==> config.mk <==
export PLATFORM = sky130hd
export DESIGN_NAME = utf8_to_utf16_transcoder
export DESIGN_NICKNAME = d
export VERILOG_FILES = /design/src/rtl/u8u16_pkg.sv /design/src/rtl/u8u16_front.sv /design/src/rtl/u8u16_queue.sv /design/src/rtl/u8u16_back.sv /design/src/rtl/utf8_to_utf16_transcoder.sv
export SDC_FILE = /design/constraint.sdc
export NUM_CORES = 1
export LEC_CHECK = 0
export CORE_UTILIZATION = 40
export CTS_CLUSTER_DIAMETER = 60
export CTS_CLUSTER_SIZE = 10
export DETAILED_ROUTE_END_ITERATION = 10
export DONT_BUFFER_PORTS = 1
export PLACE_DENSITY = 0.53
export SETUP_SLACK_MARGIN = 0.3
export SLEW_MARGIN = 20
export SYNTH_ARGS = -nofsm -noshare
export SYNTH_HDL_FRONTEND = slang
export SYNTH_SLANG_ARGS = --single-unit
==> constraint.sdc <==
create_clock -name clk_i -period 5.88 [get_ports clk_i]
set_clock_uncertainty 0.15 [all_clocks]
set_input_delay 0 -clock clk_i [delete_from_list [all_inputs] [get_ports clk_i]]
set_output_delay 0 -clock clk_i [all_outputs]
set_load 0.05 [all_outputs]
==> src/rtl/u8u16_pkg.sv <==
// shared types and constants of the utf-8 to utf-16 transcoder
`default_nettype none

package u8u16_pkg;

  // replacement character and code point limits
  localparam logic [15:0] ReplUnit  = 16'hFFFD;
  localparam logic [20:0] MaxPoint  = 21'h10FFFF;
  localparam logic [19:0] PointBase = 20'h10000;
  localparam logic [15:0] SurrHigh  = 16'hD800;
  localparam logic [15:0] SurrLow   = 16'hDC00;

  // how many code units follow the replacement run of one descriptor
  localparam logic [1:0] TailNone = 2'd0;
  localparam logic [1:0] TailOne  = 2'd1;
  localparam logic [1:0] TailPair = 2'd2;

  // class of a byte standing as a lead
  typedef enum logic [2:0] {
    LeadAscii = 3'd0,
    LeadTwo   = 3'd1,
    LeadThree = 3'd2,
    LeadFour  = 3'd3,
    LeadBad   = 3'd4
  } lead_kind_e;

  // work for the back end: a run of replacement units, then zero to two units
  typedef struct packed {
    logic [2:0]  rep;
    logic [1:0]  tail;
    logic [15:0] unit0;
    logic [15:0] unit1;
    logic        last;
  } u8u16_desc_t;

endpackage

`default_nettype wire

==> src/rtl/u8u16_front.sv <==
// front end: takes input bytes, tracks the pending sequence, builds descriptors
`default_nettype none

module u8u16_front import u8u16_pkg::*; (
  input  logic        clk_i,
  input  logic        rst_ni,
  input  logic        in_valid_i,
  output logic        in_ready_o,
  input  logic [7:0]  in_byte_i,
  input  logic        string_end_i,
  input  logic        q_ready_i,
  output logic        push_o,
  output u8u16_desc_t desc_o,
  output logic        seq_pending_o
);

  logic [1:0]  wanted_q, wanted_d;
  logic [1:0]  taken_q, taken_d;
  logic [20:0] partial_q, partial_d;

  lead_kind_e  lead_kind;
  logic        lead_rep;
  logic        lead_tail;
  logic [1:0]  lead_wanted;
  logic [20:0] lead_partial;

  logic        accept;
  logic        is_cont;
  logic [20:0] acc;
  logic [1:0]  taken_n;
  logic [19:0] supp;

  assign in_ready_o    = q_ready_i;
  assign accept        = in_valid_i && q_ready_i;
  assign seq_pending_o = (wanted_q != 2'd0);
  assign is_cont       = (in_byte_i[7:6] == 2'b10);
  assign acc           = {partial_q[14:0], in_byte_i[5:0]};
  assign taken_n       = taken_q + 2'd1;
  assign supp          = acc[19:0] - PointBase;

  // classify the byte as a lead
  always_comb begin
    case (in_byte_i) inside
      8'b0???????: lead_kind = LeadAscii;
      8'b110?????: lead_kind = LeadTwo;
      8'b1110????: lead_kind = LeadThree;
      8'b11110???: lead_kind = LeadFour;
      default:     lead_kind = LeadBad;
    endcase
  end

  // what the byte does when taken as a lead
  always_comb begin
    lead_rep     = 1'b0;
    lead_tail    = 1'b0;
    lead_wanted  = 2'd0;
    lead_partial = '0;
    case (lead_kind)
      LeadAscii: lead_tail = 1'b1;
      LeadTwo: begin
        lead_wanted  = 2'd1;
        lead_partial = {16'b0, in_byte_i[4:0]};
        lead_rep     = string_end_i;
      end
      LeadThree: begin
        lead_wanted  = 2'd2;
        lead_partial = {17'b0, in_byte_i[3:0]};
        lead_rep     = string_end_i;
      end
      LeadFour: begin
        lead_wanted  = 2'd3;
        lead_partial = {18'b0, in_byte_i[2:0]};
        lead_rep     = string_end_i;
      end
      default: lead_rep = 1'b1;
    endcase
  end

  // descriptor and next sequence state
  always_comb begin
    desc_o.rep   = 3'd0;
    desc_o.tail  = TailNone;
    desc_o.unit0 = {8'h00, in_byte_i};
    desc_o.unit1 = '0;
    desc_o.last  = string_end_i;
    wanted_d     = wanted_q;
    taken_d      = taken_q;
    partial_d    = partial_q;
    if (wanted_q == 2'd0) begin
      desc_o.rep  = {2'b00, lead_rep};
      desc_o.tail = {1'b0, lead_tail};
      wanted_d    = lead_wanted;
      taken_d     = 2'd0;
      partial_d   = lead_partial;
    end else if (is_cont) begin
      if (taken_n >= wanted_q) begin
        wanted_d  = 2'd0;
        taken_d   = 2'd0;
        partial_d = '0;
        if (acc[20:16] == 5'd0) begin
          desc_o.tail  = TailOne;
          desc_o.unit0 = acc[15:0];
        end else if (acc <= MaxPoint) begin
          desc_o.tail  = TailPair;
          desc_o.unit0 = SurrHigh | {6'b0, supp[19:10]};
          desc_o.unit1 = SurrLow | {6'b0, supp[9:0]};
        end else begin
          desc_o.rep = 3'd1;
        end
      end else if (string_end_i) begin
        desc_o.rep = 3'd1 + {1'b0, taken_n};
      end else begin
        taken_d   = taken_n;
        partial_d = acc;
      end
    end else begin
      // broken sequence: flush it, then the byte starts afresh
      desc_o.rep  = 3'd1 + {1'b0, taken_q} + {2'b00, lead_rep};
      desc_o.tail = {1'b0, lead_tail};
      wanted_d    = lead_wanted;
      taken_d     = 2'd0;
      partial_d   = lead_partial;
    end
    if (string_end_i) begin
      wanted_d  = 2'd0;
      taken_d   = 2'd0;
      partial_d = '0;
    end
  end

  assign push_o = accept && ((desc_o.rep != 3'd0) || (desc_o.tail != TailNone));

  // sequence state
  always_ff @(posedge clk_i or negedge rst_ni) begin
    if (!rst_ni) begin
      wanted_q  <= 2'd0;
      taken_q   <= 2'd0;
      partial_q <= '0;
    end else if (accept) begin
      wanted_q  <= wanted_d;
      taken_q   <= taken_d;
      partial_q <= partial_d;
    end
  end

endmodule

`default_nettype wire

==> src/rtl/u8u16_queue.sv <==
// short descriptor queue between front and back end
`default_nettype none

module u8u16_queue import u8u16_pkg::*; #(
  parameter int Depth = 4
) (
  input  logic        clk_i,
  input  logic        rst_ni,
  input  logic        push_i,
  input  u8u16_desc_t push_data_i,
  output logic        not_full_o,
  output logic        head_valid_o,
  output u8u16_desc_t head_o,
  input  logic        pop_i
);

  localparam int PtrW = $clog2(Depth);
  localparam int CntW = $clog2(Depth + 1);

  u8u16_desc_t     mem_q [Depth];
  logic [PtrW-1:0] wr_ptr_q, wr_ptr_d;
  logic [PtrW-1:0] rd_ptr_q, rd_ptr_d;
  logic [CntW-1:0] count_q, count_d;

  assign not_full_o   = (count_q != CntW'(Depth));
  assign head_valid_o = (count_q != '0);
  assign head_o       = mem_q[rd_ptr_q];

  // pointer and fill count update
  always_comb begin
    wr_ptr_d = wr_ptr_q;
    rd_ptr_d = rd_ptr_q;
    count_d  = count_q;
    if (push_i) begin
      wr_ptr_d = (wr_ptr_q == PtrW'(Depth - 1)) ? '0 : wr_ptr_q + PtrW'(1);
    end
    if (pop_i) begin
      rd_ptr_d = (rd_ptr_q == PtrW'(Depth - 1)) ? '0 : rd_ptr_q + PtrW'(1);
    end
    if (push_i && !pop_i) begin
      count_d = count_q + CntW'(1);
    end else if (!push_i && pop_i) begin
      count_d = count_q - CntW'(1);
    end
  end

  always_ff @(posedge clk_i or negedge rst_ni) begin
    if (!rst_ni) begin
      wr_ptr_q <= '0;
      rd_ptr_q <= '0;
      count_q  <= '0;
    end else begin
      wr_ptr_q <= wr_ptr_d;
      rd_ptr_q <= rd_ptr_d;
      count_q  <= count_d;
    end
  end

  // storage
  always_ff @(posedge clk_i) begin
    if (push_i) begin
      mem_q[wr_ptr_q] <= push_data_i;
    end
  end

endmodule

`default_nettype wire

==> src/rtl/u8u16_back.sv <==
// back end: expands descriptors to words, one per cycle unless output stalls
`default_nettype none

module u8u16_back import u8u16_pkg::*; (
  input  logic        clk_i,
  input  logic        rst_ni,
  input  logic        head_valid_i,
  input  u8u16_desc_t head_i,
  output logic        pop_o,
  output logic        out_valid_o,
  input  logic        out_ready_i,
  output logic [15:0] code_unit_o,
  output logic        run_last_o,
  output logic        text_done_o
);

  logic [2:0]  idx_q, idx_d;
  logic        valid_q, valid_d;
  logic [15:0] code_q, code_d;
  logic        run_last_q, run_last_d;
  logic        done_q, done_d;

  logic        load;
  logic [2:0]  total;
  logic        is_final;

  assign load     = head_valid_i && (!valid_q || out_ready_i);
  assign total    = head_i.rep + {1'b0, head_i.tail};
  assign is_final = (idx_q == total - 3'd1);
  assign pop_o    = load && is_final;

  // pick the unit at the current position of the head descriptor
  always_comb begin
    idx_d      = idx_q;
    valid_d    = valid_q;
    code_d     = code_q;
    run_last_d = run_last_q;
    done_d     = done_q;
    if (load) begin
      valid_d    = 1'b1;
      run_last_d = is_final;
      done_d     = is_final && head_i.last;
      idx_d      = is_final ? 3'd0 : idx_q + 3'd1;
      if (idx_q < head_i.rep) begin
        code_d = ReplUnit;
      end else if (idx_q == head_i.rep) begin
        code_d = head_i.unit0;
      end else begin
        code_d = head_i.unit1;
      end
    end else if (out_ready_i) begin
      valid_d = 1'b0;
    end
  end

  always_ff @(posedge clk_i or negedge rst_ni) begin
    if (!rst_ni) begin
      idx_q   <= 3'd0;
      valid_q <= 1'b0;
    end else begin
      idx_q   <= idx_d;
      valid_q <= valid_d;
    end
  end

  // output word register
  always_ff @(posedge clk_i) begin
    code_q     <= code_d;
    run_last_q <= run_last_d;
    done_q     <= done_d;
  end

  assign out_valid_o = valid_q;
  assign code_unit_o = code_q;
  assign run_last_o  = run_last_q;
  assign text_done_o = done_q;

endmodule

`default_nettype wire

==> src/rtl/utf8_to_utf16_transcoder.sv <==
// top level of the utf-8 to utf-16 transcoder
`default_nettype none

// Converts a UTF-8 byte stream, one byte per input word with string_end on
// the final byte, into UTF-16 code units. Bytes are taken one per cycle while
// the queue has room; a byte that completes a BMP character, or is ASCII,
// yields one word, a supplementary character yields a surrogate pair, and
// invalid or truncated sequences yield U+FFFD for each byte involved (up to
// four words for one byte), but a code point over U+10FFFF yields one U+FFFD.
// The front end decodes bytes and queues compact descriptors; the back end
// emits one code unit per cycle through a registered output unless stalled,
// so throughput is one byte per cycle while each byte yields at most one
// word; bytes yielding more hold the back end, buffered by a QueueDepth-entry
// queue. Overlong forms and surrogate code points are not checked.
module utf8_to_utf16_transcoder import u8u16_pkg::*; #(
  parameter int QueueDepth = 4
) (
  input  logic        clk_i,
  input  logic        rst_ni,
  input  logic        in_valid_i,
  output logic        in_ready_o,
  input  logic [7:0]  in_byte_i,
  input  logic        string_end_i,
  output logic        out_valid_o,
  input  logic        out_ready_i,
  output logic [15:0] code_unit_o,
  output logic        run_last_o,
  output logic        text_done_o
);

  logic        q_not_full;
  logic        push;
  u8u16_desc_t push_desc;
  logic        seq_pending;
  logic        head_valid;
  u8u16_desc_t head;
  logic        pop;

  // byte decode
  u8u16_front u_front (
    .clk_i        (clk_i),
    .rst_ni       (rst_ni),
    .in_valid_i   (in_valid_i),
    .in_ready_o   (in_ready_o),
    .in_byte_i    (in_byte_i),
    .string_end_i (string_end_i),
    .q_ready_i    (q_not_full),
    .push_o       (push),
    .desc_o       (push_desc),
    .seq_pending_o(seq_pending)
  );

  // descriptor queue
  u8u16_queue #(
    .Depth(QueueDepth)
  ) u_queue (
    .clk_i       (clk_i),
    .rst_ni      (rst_ni),
    .push_i      (push),
    .push_data_i (push_desc),
    .not_full_o  (q_not_full),
    .head_valid_o(head_valid),
    .head_o      (head),
    .pop_i       (pop)
  );

  // code unit emission
  u8u16_back u_back (
    .clk_i       (clk_i),
    .rst_ni      (rst_ni),
    .head_valid_i(head_valid),
    .head_i      (head),
    .pop_o       (pop),
    .out_valid_o (out_valid_o),
    .out_ready_i (out_ready_i),
    .code_unit_o (code_unit_o),
    .run_last_o  (run_last_o),
    .text_done_o (text_done_o)
  );

`ifndef SYNTH
  // the final byte of a string always produces at least one word
  assert property (@(posedge clk_i) disable iff (!rst_ni)
    (in_valid_i && in_ready_o && string_end_i) |-> push)
    else $error("final byte produced no descriptor");

  // no sequence stays pending past the end of a string
  assert property (@(posedge clk_i) disable iff (!rst_ni)
    (in_valid_i && in_ready_o && string_end_i) |=> !seq_pending)
    else $error("sequence pending after string end");

  // the end of the text is also the end of its byte's run
  assert property (@(posedge clk_i) disable iff (!rst_ni)
    (out_valid_o && text_done_o) |-> run_last_o)
    else $error("text_done without run_last");

  // a pop only happens on a loaded head
  assert property (@(posedge clk_i) disable iff (!rst_ni)
    pop |-> head_valid)
    else $error("pop from empty queue");
`endif

endmodule

`default_nettype wire
After elaboration in Yosys (flattened, before gate mapping). Memory sizes are Yosys's and may differ from the RTL's. Index checks and enable logic that the tools add are counted.

RAM bits: 152. Memories: 1. Bits in registers: 48. Bits of input ports: 13.

Eq/ne operators: 13. Reductions and logical operators: 22. $lt $le $gt $ge: 3. Add/sub/neg operators: 12. Multiplexer cells: 42.

Memories: u_queue.mem_q (depth 4, width 38, read ports 1, clocked after Yosys merged registers in 0, write ports 1, RTL line u8u16_queue.sv:20) `u8u16_desc_t mem_q [Depth];`.

Operator list (number): $mux 34 (2); $mux 32 (2); $mux 15 (4); $mux 16 (2); $mux 3 (10); $le 21x21->1 const B (1); $mux 2 (10); $sub 20x17->20 const B (1); $mux 18 (1); $pmux 5 s3 (1); $mux 5 (2); $logic_and 1x1->1 (7); $add 1x2->3 const A (2); $add 2x1->2 const B (3); $add 3x1->3 const B (2); $eq 2x2->1 const B (3); $eq 3x2->1 const B (2); $eq 3x3->1 (2); $mux 1 (6); $pmux 2 s3 (1); $reduce_bool 2->1 (3); $reduce_bool 3->1 (2); $sub 3x1->3 const B (2); $eq 5x5->1 const B (1); 17 further kinds (20).

Longest topological paths before layout.
Word-level depth: 18. Gate-level depth with buffers: 17. Mapped depth without buffers: 15.

Modules after synthesis. Synthesis repeated with hierarchy kept, for this count alone.

Cells, all modules: 516. Area total of the unflattened synthesis: 8568.2 um^2.

By module, submodules not included: u8u16_queue (instances 1, sequential area each 4739.5 um^2, cells each 237, area an instance 5948.2 um^2); u8u16_front (instances 1, sequential area each 475.5 um^2, cells each 161, area an instance 1468.9 um^2); u8u16_back (instances 1, sequential area each 640.6 um^2, cells each 118, area an instance 1151.1 um^2).

Worst setup path after synthesis. OpenSTA, ideal clock, no wires.

Path kind: flip-flop to flip-flop. From: reg u_queue.rd_ptr_q[0]. To: reg u_queue.count_q[1]. Setup slack: 1.784 ns. Stages on the path, launching flop included: 16. Data arrival time: 3.822 ns. Data required time: 5.605 ns. Path buffers: 2. Library setup time: 0.125 ns. Period minus slack after synthesis: 4.096 ns. Path through: dfrtp_1 buf_2 buf_1 mux4_2 inv_1 ha_1 inv_1 ha_1 xnor3_1 xnor2_1 nor4_1 inv_1 ha_1 inv_1 fa_1 mux2_2.

Word-level cells in the longest chain between the ends: 8.

RTL lines: from (decl) (RTL line u8u16_queue.sv:22) `logic [PtrW-1:0] rd_ptr_q, rd_ptr_d;`; from (signal assigned) (RTL line u8u16_queue.sv:54) `rd_ptr_q <= rd_ptr_d;`; $mem_v2 4x38; $add 3x2->3 (RTL line u8u16_back.sv:28) `assign total = head_i.rep + {1'b0, head_i.tail};`; $sub 3x1->3 (RTL line u8u16_back.sv:29) `assign is_final = (idx_q == total - 3'd1);`; $eq 3x3->1 (RTL line u8u16_back.sv:29); $logic_and 1x1->1 (RTL line u8u16_back.sv:30) `assign pop_o = load && is_final;`; $logic_not 1->1 (RTL line u8u16_queue.sv:40) `if (push_i && !pop_i) begin`; $logic_and 1x1->1 (RTL line u8u16_queue.sv:40); $mux 3 (RTL line u8u16_queue.sv:40); net u_queue.count_d[1] (RTL line u8u16_queue.sv:23) `logic [CntW-1:0] count_q, count_d;`; to (signal assigned) (RTL line u8u16_queue.sv:55) `count_q <= count_d;`; to (decl) (RTL line u8u16_queue.sv:23).

The timed path passes the listed nets, and every way through them passes these cells. A chain may end at the register's enable or synchronous reset.

Worst setup path after layout.
From: reg u_front.taken_q[0]. To: mem u_queue.mem_q[3][22] (netlist name) (enable).

Word-level cells in the longest chain between the ends: 11.

RTL lines: from (decl) (RTL line u8u16_front.sv:18) `logic [1:0] taken_q, taken_d;`; from (signal assigned) (RTL line u8u16_front.sv:141) `taken_q <= taken_d;`; $add 2x1->2 (RTL line u8u16_front.sv:38) `assign taken_n = taken_q + 2'd1;`; $add 1x2->3 (RTL line u8u16_front.sv:111) `desc_o.rep = 3'd1 + {1'b0, taken_n};`; $mux 3 (RTL line u8u16_front.sv:110) `end else if (string_end_i) begin`; $mux 3 (RTL line u8u16_front.sv:96) `if (taken_n >= wanted_q) begin`; $mux 5 (*) (RTL line u8u16_front.sv:95) `end else if (is_cont) begin`; $mux 5 (*) (RTL line u8u16_front.sv:89) `if (wanted_q == 2'd0) begin`; $reduce_bool 3->1 (RTL line u8u16_front.sv:131) `assign push_o = accept && ((desc_o.rep != 3'd0) || (desc_o.tail != TailNone));`; $logic_or 1x1->1 (*) (RTL line u8u16_front.sv:131); $logic_and 1x1->1 (*) (RTL line u8u16_front.sv:131); net push (RTL line utf8_to_utf16_transcoder.sv:32) `logic push;`; $mux 1 (*) (RTL line u8u16_queue.sv:61) `if (push_i) begin`; $mux 1 (not written as such) (*) (RTL line u8u16_queue.sv:62) `mem_q[wr_ptr_q] <= push_data_i;`; to (decl) (RTL line u8u16_queue.sv:20).

The timed path passes the listed nets; every way through them passes the cells marked *.

==> Flow_metrics.wiki <==
{| class="wikitable"
! Metric !! Value
|-
| Cell leakage power || 3.08 nW
|-
| Num rows || 50
|-
| Maximum achievable frequency || 231 MHz
|-
| Aggregate negative setup slack || 0 ns
|-
| Flop-to-flop setup slack || 1.54 ns
|-
| Count of cells along the worst register-to-register path || 10
|-
| Total setup violations reported at the end of the flow || 0
|-
| Worst hold margin || 0.0263 ns
|-
| First DRT Iteration DRCs || 344
|-
| Wire length of the first global-routing pass || 25,400 um
|-
| Number of pins exceeding their max-slew limit in the final report || 0
|-
| Die Y-Extent || 140 um
|-
| Area of the die || 19,600 sq um
|-
| Clock latency at the later pin of the worst-skew pair || 0.42 ns
|-
| Port Buffer Count || 0
|-
| Maximum capacitance violations || 0
|-
| Worst-case vdd ir drop || 0.207 mV
|-
| Least-Margin Pin Slew || 1.02 ns
|-
| Ratio of final minimum period to clock period || 73.7%
|-
| Global Route Usage Sum || 17.7%
|-
| Clock slew seen by the registers of the worst setup and hold paths || 0.06 ns
|-
| Net count of the mapped netlist || 505
|-
| Area taken by flip-flops and latches || 5140 sq um
|-
| Status || finished, final reports clean
|-
| Min cycle time layout || 4.34 ns
|-
| Detailed-routing iteration count for the pre-antenna-repair pass || 5
|-
| Count of antenna-violating nets left after detailed routing || 0
|-
| Number of instances in the synthesized netlist || 472
|-
| Required time of the worst setup path || 5.85 ns
|-
| Post-CTS setup repair buffer count || 0
|-
| Share of the core filled with cells in the final layout || 46.3%
|-
| Boundary Pins || 33
|-
| Post-layout net count || 534
|-
| Total core area || 18,700 sq um
|-
| Synth warnings || 0
|-
| Power per standard cell area || 481 nW/um^2
|-
| Area growth from synthesis to layout || 13.5%
|-
| Fillers || 1,615
|-
| Post-synthesis instance area || 7620 sq um
|-
| Critical path capture point type || flip-flop
|-
| Mean area per synthesized cell || 16.1 sq um
|-
| Arrival @ worst endpoint || 4.30 ns
|-
| Number of remaining DRC errors || 0
|-
| Number of enable-type register cells in the synthesized netlist || 146
|-
| Final-report hold violation count || 0
|-
| Worst setup SP type || flip-flop
|-
| Slew HR || 32.2%
|-
| Final Instance Area || 8650 sq um
|-
| Flip-flop and latch count after synthesis || 176
|-
| Number of buffers between clock root and the deepest sink || 2
|-
| Proportion of synthesized flip-flops having asynchronous set or reset || 17.0%
|-
| Dominant register cell in the synthesized netlist || sky130_fd_sc_hd__edfxtp_1
|-
| Type of the worst min-delay path || input pin to asynchronous set/reset pin
|-
| Number of antenna violations at the first check in global routing || 0
|-
| Average wire per cell in the routed design || 21.4 um
|-
| Startpoint of the most critical setup path || u_front.taken_q[0]
|-
| Number of vias per cell after detailed routing || 5.57
|-
| Via count || 4,163
|-
| Portion of the post-synthesis area used by sequential elements || 67.4%
|-
| Detailed-placement wirelength estimate || 9870 um
|-
| Placer's final routability congestion estimate || 0.921
|-
| Inserted Clock Buffers || 17
|-
| Root Driver || sky130_fd_sc_hd__clkbuf_16
|-
| Startpoint of the worst-slack reg-to-reg timing path || u_front.taken_q[0]
|-
| Post-synth cell types || 54
|-
| CTS tree || done
|-
| Pin count of the biggest net entering global routing || 33
|-
| Number of sinks driven by the clock tree || 176
|-
| Via count of the first global-routing pass || 4,295
|-
| Critical path peak fanout || 17
|-
| Unrepaired setup endpoints after global routing || no
|-
| Fraction of layout cells with a size suffix above 1 || 17.7%
|-
| Starting utilization of the core area || 40.7%
|-
| Grt total ovfl || 0
|-
| Endpoint of the most critical register-to-register path || u_queue.mem_q[3][22]
|-
| Multi-input gate area in the final layout || 2320 sq um
|-
| Cell area after placement || 7900 sq um
|-
| Setup CP Type || flip-flop to flip-flop
|-
| Final wirelength || 16,000 um
|-
| Die boundary width || 140 um
|-
| Number of H-tree levels || 4
|}
-- per-layer routing --
metal | global-route usage, % | share of wire, % | up-vias
li1 | - | - | 1884
met1 | 23.9 | 46 | 2144
met2 | 27.1 | 46 | 107
met3 | 4.17 | 4.3 | 28
met4 | 8.04 | 3.0 | 0
met5 | 0 | 0 | -
-- logic make-up (layout without fill, tap and decap cells) --
kind of cell    Yosys count  in the layout  share of synthesized area (%)
flops                   176            176                           67.4
simple gates            120            120                           8.27
compound gates           56             56                           5.43
mux                      48             48                           12.0
buf+inv                  42             83                           2.27
fa+ha+maj                20             20                           3.38
xor+xnor                 10             10                           1.33
other cells               0              1                              0
-- flip-flops by register name, indices dropped and copies added, names as in the netlist --
| register | cells |
|---|---|
| u_back.text_done_o | 1 |
| u_back.code_unit_o | 16 |
| u_queue.rd_ptr_q | 2 |
| u_front.wanted_q | 2 |
| u_queue.count_q | 3 |
| u_queue.mem_q | 128 |
| u_front.partial_q | 15 |
| u_back.idx_q | 3 |
| u_back.run_last_o | 1 |
| u_back.out_valid_o | 1 |
| u_front.taken_q | 2 |
| u_queue.wr_ptr_q | 2 |
-- cell usage after synthesis (3+ instances only) --
library cell,count,area (sq um)
sky130_fd_sc_hd__mux2_4,3,45.0
sky130_fd_sc_hd__a21o_1,6,45.0
sky130_fd_sc_hd__inv_1,24,90.1
sky130_fd_sc_hd__ha_1,19,238
sky130_fd_sc_hd__buf_2,3,15.0
sky130_fd_sc_hd__mux2_2,10,113
sky130_fd_sc_hd__nand2_1,48,180
sky130_fd_sc_hd__edfxtp_1,146,4380
sky130_fd_sc_hd__nor2_1,10,37.5
sky130_fd_sc_hd__nand3_1,13,65.1
sky130_fd_sc_hd__clkbuf_1,12,45.0
sky130_fd_sc_hd__a22o_1,16,140
sky130_fd_sc_hd__or3_1,3,18.8
sky130_fd_sc_hd__nor3_1,6,30.0
sky130_fd_sc_hd__xnor2_1,3,26.3
sky130_fd_sc_hd__nand4_1,4,25.0
sky130_fd_sc_hd__and2_1,17,106
sky130_fd_sc_hd__xor2_1,6,52.6
sky130_fd_sc_hd__a21oi_1,8,40.0
sky130_fd_sc_hd__mux4_2,32,721
sky130_fd_sc_hd__o21ai_0,11,55.1
sky130_fd_sc_hd__nand3_2,3,30.0
sky130_fd_sc_hd__nand2b_1,4,25.0
sky130_fd_sc_hd__dfrtp_1,30,751
-- worst max-delay path: stages, from the launching register on --
cell                        delay [ns]
sky130_fd_sc_hd__dfrtp_1          0.41
sky130_fd_sc_hd__inv_1            0.10
sky130_fd_sc_hd__ha_1             0.32
sky130_fd_sc_hd__inv_1            0.07
sky130_fd_sc_hd__ha_1             0.29
sky130_fd_sc_hd__a21oi_1          0.68
sky130_fd_sc_hd__o2111ai_1        0.22
sky130_fd_sc_hd__and4bb_2         0.30
sky130_fd_sc_hd__a31oi_4          0.30
sky130_fd_sc_hd__and2_1           0.86
sky130_fd_sc_hd__buf_4            0.33
-- worst max path at each step --
| stage | slack (ns) | endpoint |
|---|---|---|
| 2_1_floorplan | 1.78 | u_queue.count_q[1] |
| 6_report | 1.54 | u_queue.mem_q[3][22] |
| 3_5_place_dp | 1.63 | u_queue.mem_q[3][9] |
| 5_1_grt | 1.24 | u_queue.mem_q[3][22] |
| 4_1_cts | 1.61 | u_queue.mem_q[3][22] |
| 3_3_place_gp | 1.78 | u_queue.count_q[1] |
-- area by class of cell --
class | instances | share of cell area (%)
sequential | 176 | 59.4
multi-input combinational | 254 | 26.8
clock buffer | 19 | 5.00
tap | 234 | 3.38
timing repair buffer | 28 | 3.24
clock inverter | 12 | 1.11
inverter | 24 | 1.04
antenna | 1 | 0.0289
-- layout by cell type, fill, tap and decap left out, drive strengths merged, types with 3 or more instances in the layout --
master	instances
edfxtp	146
nand2	48
mux4	32
dfrtp	30
inv	24
ha	19
clkbuf	19
dlygate4sd3	18
and2	17
a22o	16
nand3	16
mux2	15
o21ai	11
nor2	11
buf	10
a21oi	8
nor3	6
a21o	6
xor2	6
clkinv	6
clkinvlp	5
nand4	4
nand2b	4
xnor2	3
or3	3
nor4	3
a31oi	3
-- stage by stage --
| step | power, W | setup slack (ns) | instances |
|---|---|---|---|
| floorplan | 0.00285 | 1.78 | 472 |
| global placement | 0.00315 | 1.78 | 696 |
| detailed placement | 0.00317 | 1.63 | 696 |
| CTS | 0.00422 | 1.61 | 747 |
| global route | 0.00440 | 1.24 | 747 |
| finish | 0.00416 | 1.54 | 748 |
-- repair_timing --
item,CTS,global route
endpoints found under the hold margin,125,0
hold buffers,20,0
resized for setup,0,0
-- where the power goes --
part / switching (W) / internal [W]
clock: 0.000450 / 0.000574
combinational: 0.000666 / 0.000502
sequential: 0.000309 / 0.00166
total: 0.00143 / 0.00273
No activity file was read; power rests on OpenSTA's default activity.
